--- src/hdl/cor_pkg.sv ---
`timescale 1ns / 1ps
// ----------------------------------------------------------------------------
// cor_pkg
// Shared constants, pipeline types, step functions and push saturation of the
// circle overlap resolver.
// ----------------------------------------------------------------------------
package cor_pkg;

    localparam int FRAC_BITS = 16;

    localparam int SQ_STEPS  = 2;
    localparam int SQ_STAGES = 32 / SQ_STEPS;
    localparam int DV_STEPS  = 2;
    localparam int DV_STAGES = 32 / DV_STEPS;

    typedef struct packed {
        logic [63:0] v;
        logic [32:0] rem;
        logic [31:0] root;
    } t_sq_st;

    typedef struct packed {
        logic        over;
        logic        degen;
        logic        neg_x;
        logic        neg_y;
        logic [31:0] ax;
        logic [31:0] ay;
        logic [31:0] rsum;
        logic [30:0] rmax;
    } t_sq_side;

    typedef struct packed {
        logic [31:0] lo;
        logic [32:0] rem;
        logic [31:0] q;
    } t_dv_st;

    typedef struct packed {
        logic over;
        logic degen;
        logic push_en;
        logic neg_x;
        logic neg_y;
    } t_dv_side;

    function automatic t_sq_st sqrt_step(input t_sq_st s);
        logic [34:0] rem_n;
        logic [34:0] trial;
        t_sq_st      r;
        rem_n = {s.rem, s.v[63:62]};
        trial = {1'b0, s.root, 2'b01};
        r.v   = {s.v[61:0], 2'b00};
        if (rem_n >= trial) begin
            r.rem  = 33'(rem_n - trial);
            r.root = {s.root[30:0], 1'b1};
        end else begin
            r.rem  = rem_n[32:0];
            r.root = {s.root[30:0], 1'b0};
        end
        return r;
    endfunction

    function automatic t_dv_st div_step(input t_dv_st s, input logic [32:0] den);
        logic [33:0] rem_n;
        t_dv_st      r;
        rem_n = {s.rem, s.lo[31]};
        r.lo  = {s.lo[30:0], 1'b0};
        if (rem_n >= {1'b0, den}) begin
            r.rem = 33'(rem_n - {1'b0, den});
            r.q   = {s.q[30:0], 1'b1};
        end else begin
            r.rem = rem_n[32:0];
            r.q   = {s.q[30:0], 1'b0};
        end
        return r;
    endfunction

    function automatic logic [31:0] sat_push(input logic [31:0] q, input logic neg);
        logic [31:0] r;
        if (neg) begin
            r = (q > 32'h8000_0000) ? 32'h8000_0000 : 32'(~q + 32'd1);
        end else begin
            r = (q > 32'h7FFF_FFFF) ? 32'h7FFF_FFFF : q;
        end
        return r;
    endfunction

endpackage

--- src/hdl/cor_sqrt.sv ---
`timescale 1ns / 1ps
// ----------------------------------------------------------------------------
// cor_sqrt
// Pipelined integer square root of a 64-bit value, two result bits per stage.
// ----------------------------------------------------------------------------
module cor_sqrt (
    input  logic                i_clk,
    input  logic                i_rst_n,
    input  logic                i_en,
    input  logic                i_vld,
    input  logic [63:0]         i_d2,
    input  cor_pkg::t_sq_side   i_side,
    output logic                o_vld,
    output logic [31:0]         o_root,
    output cor_pkg::t_sq_side   o_side
);

    cor_pkg::t_sq_st   r_st   [cor_pkg::SQ_STAGES];
    cor_pkg::t_sq_side r_side [cor_pkg::SQ_STAGES];
    logic [cor_pkg::SQ_STAGES-1:0] r_vld;

    cor_pkg::t_sq_st   w_prev      [cor_pkg::SQ_STAGES];
    cor_pkg::t_sq_side w_side_prev [cor_pkg::SQ_STAGES];
    logic [cor_pkg::SQ_STAGES-1:0] w_vld_prev;
    cor_pkg::t_sq_st   n_st        [cor_pkg::SQ_STAGES];

    always_comb begin
        w_prev[0]      = '{v: i_d2, rem: '0, root: '0};
        w_side_prev[0] = i_side;
        w_vld_prev[0]  = i_vld;
        for (int k = 1; k < cor_pkg::SQ_STAGES; k++) begin
            w_prev[k]      = r_st[k-1];
            w_side_prev[k] = r_side[k-1];
            w_vld_prev[k]  = r_vld[k-1];
        end
    end

    always_comb begin
        cor_pkg::t_sq_st t;
        for (int k = 0; k < cor_pkg::SQ_STAGES; k++) begin
            t = w_prev[k];
            for (int j = 0; j < cor_pkg::SQ_STEPS; j++) begin
                t = cor_pkg::sqrt_step(t);
            end
            n_st[k] = t;
        end
    end

    always_ff @(posedge i_clk) begin
        if (!i_rst_n) begin
            r_vld <= '0;
        end else if (i_en) begin
            r_vld <= w_vld_prev;
        end
    end

    always_ff @(posedge i_clk) begin
        if (i_en) begin
            for (int k = 0; k < cor_pkg::SQ_STAGES; k++) begin
                r_st[k]   <= n_st[k];
                r_side[k] <= w_side_prev[k];
            end
        end
    end

    assign o_vld  = r_vld[cor_pkg::SQ_STAGES-1];
    assign o_root = r_st[cor_pkg::SQ_STAGES-1].root;
    assign o_side = r_side[cor_pkg::SQ_STAGES-1];

endmodule

--- config.mk ---
export PLATFORM = sky130hd
export DESIGN_NAME = cor_sqrt
export DESIGN_NICKNAME = d
export VERILOG_FILES = /design/src/hdl/cor_pkg.sv /design/src/hdl/cor_sqrt.sv
export SDC_FILE = /design/constraint.sdc
export NUM_CORES = 2
export LEC_CHECK = 0
export BUFFER_PORTS_ARGS = -buffer_cell sky130_fd_sc_hd__buf_2
export CORE_ASPECT_RATIO = 0.6
export CORE_MARGIN = 5
export CORE_UTILIZATION = 40
export CTS_CLUSTER_DIAMETER = 40
export CTS_CLUSTER_SIZE = 20
export DETAILED_ROUTE_END_ITERATION = 6
export GPL_TIMING_DRIVEN = 0
export PLACE_DENSITY_LB_ADDON = 0.3
export SLEW_MARGIN = 20
export SYNTH_ARGS = -nofsm -noshare
export SYNTH_HDL_FRONTEND = slang
export SYNTH_MEMORY_MAX_BITS = 65536
export SYNTH_SLANG_ARGS = --single-unit
--- constraint.sdc ---
create_clock -name i_clk -period 6.4 [get_ports i_clk]
set_input_delay 0 -clock i_clk [delete_from_list [all_inputs] [get_ports i_clk]]
set_output_delay 0 -clock i_clk [all_outputs]
set_load 0.01 [all_outputs]
==> run_results.csv <==
group,metric,value,unit
logic_synthesis,yosys-top-cells-count,"3321 x edfxtp_1, 642 x a21oi_1, 631 x nand2_1",
global_route,grt_pass1_vias,86168,
detailed_routing,via_per_inst,5.34,
floorplan,start_util,40.2,%
placement,placed_cells,15610,
placement,dpl-instance-area,154000,um2
timing,rsz0062_at_grt,"yes",
logic_synthesis,seq_area_frac_synth,68.6,%
power,power_density,399,nW/um2
cts,cts_tree,"done",
logic_synthesis,synth_top_area_share,68.4,%
global_route,grt_overflow_total,0,
setup_path,arrival,7.04,ns
timing,slew_headroom,18.2,%
cts,clockRootBuffer,"clkbuf_16",
timing,fin_crit_sh,99.6,%
setup_path,required,7.07,ns
outcome,outcome,"complete, no violations",
power,power.total,70.1,mW
final_layout,final_area,176000,um2
cts,insertion_delay,0.92,ns
final_layout,syn_to_final_growth,20.6,%
cts,ctsLongestPathBuffers,4,
timing,finalSetupViolCount,0,
timing,fin_crit,6.38,ns
cts,h-tree-depth,5,
logic_synthesis,netlist_area,146000,um2
detailed_routing,avgRoutedWirePerCell,21.2,um
logic_synthesis,async_reset_ff_share,0,%
logic_synthesis,synth_most_common_cell,"edfxtp_1",
logic_synthesis,synth-edff-count,3321,
logic_synthesis,synthTopCellsByArea,"edfxtp_1 68%, ha_1 4.8%, xnor2_1 3.0%, a21oi_1 2.2%, nand2_1 1.6%",
floorplan,ioPinCount,363,
placement,port_buffers,361,
flow_run,cap_violations,0,
detailed_routing,wl,357,mm
timing,tightestPinTransition,1.22,ns
power,irDropWorstVdd,305,uV
detailed_routing,antenna_left,0,
global_route,grt_max_degree,157,
logic_synthesis,synthCells,10378,
global_route,grt_antenna_before_repair,16,
timing,max_freq,157,MHz
global_route,grt_usage,18.3,%
placement,post-dp-hpwl,260,mm
setup_path,worstSetupStartpointType,"flip-flop",
floorplan,rows,171,
floorplan,core_area,362000,um2
detailed_routing,drt-initial-drc-count,9027,
final_layout,fin_cells,16845,
setup_path,cp-end-kind,"flip-flop",
final_layout,nNetsFinal,12458,
placement,routabilityCongestion,0.967,
global_route,grt_pass1_wl,533,mm
detailed_routing,firstDrtPassIters,6,
logic_synthesis,synth_flop_cell,"edfxtp_1",
final_layout,layout-drive-gt1-share,17.2,%
timing,whs,0.124,ns
timing,slew_violations,0,
setup_path,worstSetupPathType,"reg2reg",
logic_synthesis,ys_types,94,
cts,clk_pin_slew_worst_paths,0.07,ns
power,leakage,64.5,nW
logic_synthesis,ys_ff_latch,3337,
detailed_routing,vias,89960,
cts,cts.sinks,3337,
timing,hold_viol,0,
setup_path,cp_max_fo,8,
cts,cts_made_buffers,353,
hold_path,min_path_type,"in2reg",
floorplan,dieArea,377000,um2
floorplan,die-height,478,um
timing,fin_tns_setup,0,ns
floorplan,die_w,789,um
logic_synthesis,synth.avg_cell_area,14.0,um2
detailed_routing,drc,0,
timing,worst_clock_skew,0.0837,ns
logic_synthesis,synth_top_area_cell,"edfxtp_1",
logic_synthesis,ys_warn_count,0,
-- stage by stage --
step	utilization [%]	setup WS (ns)
finish	48.5	0.0227
global route	48.5	-0.0759
CTS	48.0	-0.00144
detailed placement	42.6	-4.52
global placement	42.4	-46.99
floorplan	-	0.0259
-- sequential cells by signal, indices dropped and copies added, names as in the netlist --
register  count
r_side     2096
r_st       1225
r_vld        16
-- layer usage --
layer	up-vias	global-route usage (%)	part of all wire, %	wire [um]
li1	42168	-	-	-
met1	44259	30.7	52	186000
met2	3039	22.7	37	130000
met3	488	5.23	9.7	34600
met4	6	3.43	1.8	6280
met5	-	0.0632	0.048	172
-- cell type report --
| class | instances | area (um2) |
|---|---|---|
| fillers | 31069 | 186000 |
| flip-flops and latches | 3337 | 100000 |
| multi-input cells | 6162 | 44400 |
| clock buffers | 383 | 9030 |
| repair buffers | 1012 | 8290 |
| well taps | 4844 | 6060 |
| clock inverters | 262 | 3430 |
| plain buffers | 352 | 2630 |
| inverters | 484 | 1890 |
| diodes | 9 | 22.5 |
-- final timing paths --
| path | depth (start not counted) | end | start | slack (ns) |
|---|---|---|---|---|
| worst min-delay path | 4 | r_vld[13] | i_rst_n | 0.12 |
| worst max register to register | 25 | r_st[1][666] | r_st[1][523] | 0.02 |
| worst max-delay path | 25 | r_st[1][666] | r_st[1][523] | 0.02 |
| worst min register to register | 0 | r_st[0][991] | r_st[0][862] | 0.38 |
-- kinds of logic after synthesis --
group / Yosys count / share of synthesized area (%)
adder cells (fa/ha/maj): 557 / 4.78
multiplexers: 132 / 0.984
AO/OA/AOI/OAI: 2131 / 9.42
other: 1 / 0.00257
buffers and inverters: 881 / 2.71
flip-flops: 3337 / 68.6
XOR/XNOR: 740 / 4.45
AND/OR/NAND/NOR: 2599 / 9.01
-- cells in the final DEF, fill, tap and decap left out, drive strengths merged, types with 59 or more instances in the layout --
cell            n
nor2          616
a21oi         642
a31oi          66
or3            93
nor3          235
nand3         174
inv           582
mux2           90
xor2          240
nor4          110
a21o          263
o21a           84
or2            59
dlygate4sd3   398
nand2b        105
o21bai         82
ha            557
and3           61
o31ai          76
nor2b          96
o21ai         438
nand2         631
clkinv        105
a211oi         71
edfxtp       3321
clkbuf        516
buf           833
xnor2         500
nand4         133
-- critical path, stage by stage, from the launching register on --
cell,delay [ns]
edfxtp_1,0.38
inv_1,0.09
ha_1,0.27
buf_2,0.18
nand4_1,0.27
or3_4,0.45
a211oi_4,0.21
buf_12,0.16
or2_4,0.21
inv_6,0.05
clkbuf_16,0.18
clkbuf_16,0.19
o31ai_4,0.27
ha_4,0.29
a21o_1,0.19
a31oi_4,0.20
a21oi_4,0.10
o21bai_4,0.29
o311ai_4,0.24
a211oi_4,0.39
o21ai_2,0.12
a21o_1,0.22
a2111oi_4,0.44
clkbuf_8,0.27
buf_12,0.15
mux2_4,0.30
-- what timing repair did --
action	in CTS	in global routing
pin swaps	85	102
gates resized for setup	535	375
buffers inserted	121	105
hold endpoints to repair	395	0
setup endpoints to repair	435	415
hold buffers	398	0
gates cloned	1	1
-- where the power goes --
group          internal (mW)  total [mW]  switching (mW)  leakage [nW]
Clock                   12.0        21.4            9.42          5.99
Combinational           8.18        20.5            12.4          26.1
Sequential              26.9        28.2            1.32          32.4
Power figures use the tool's default switching activity.
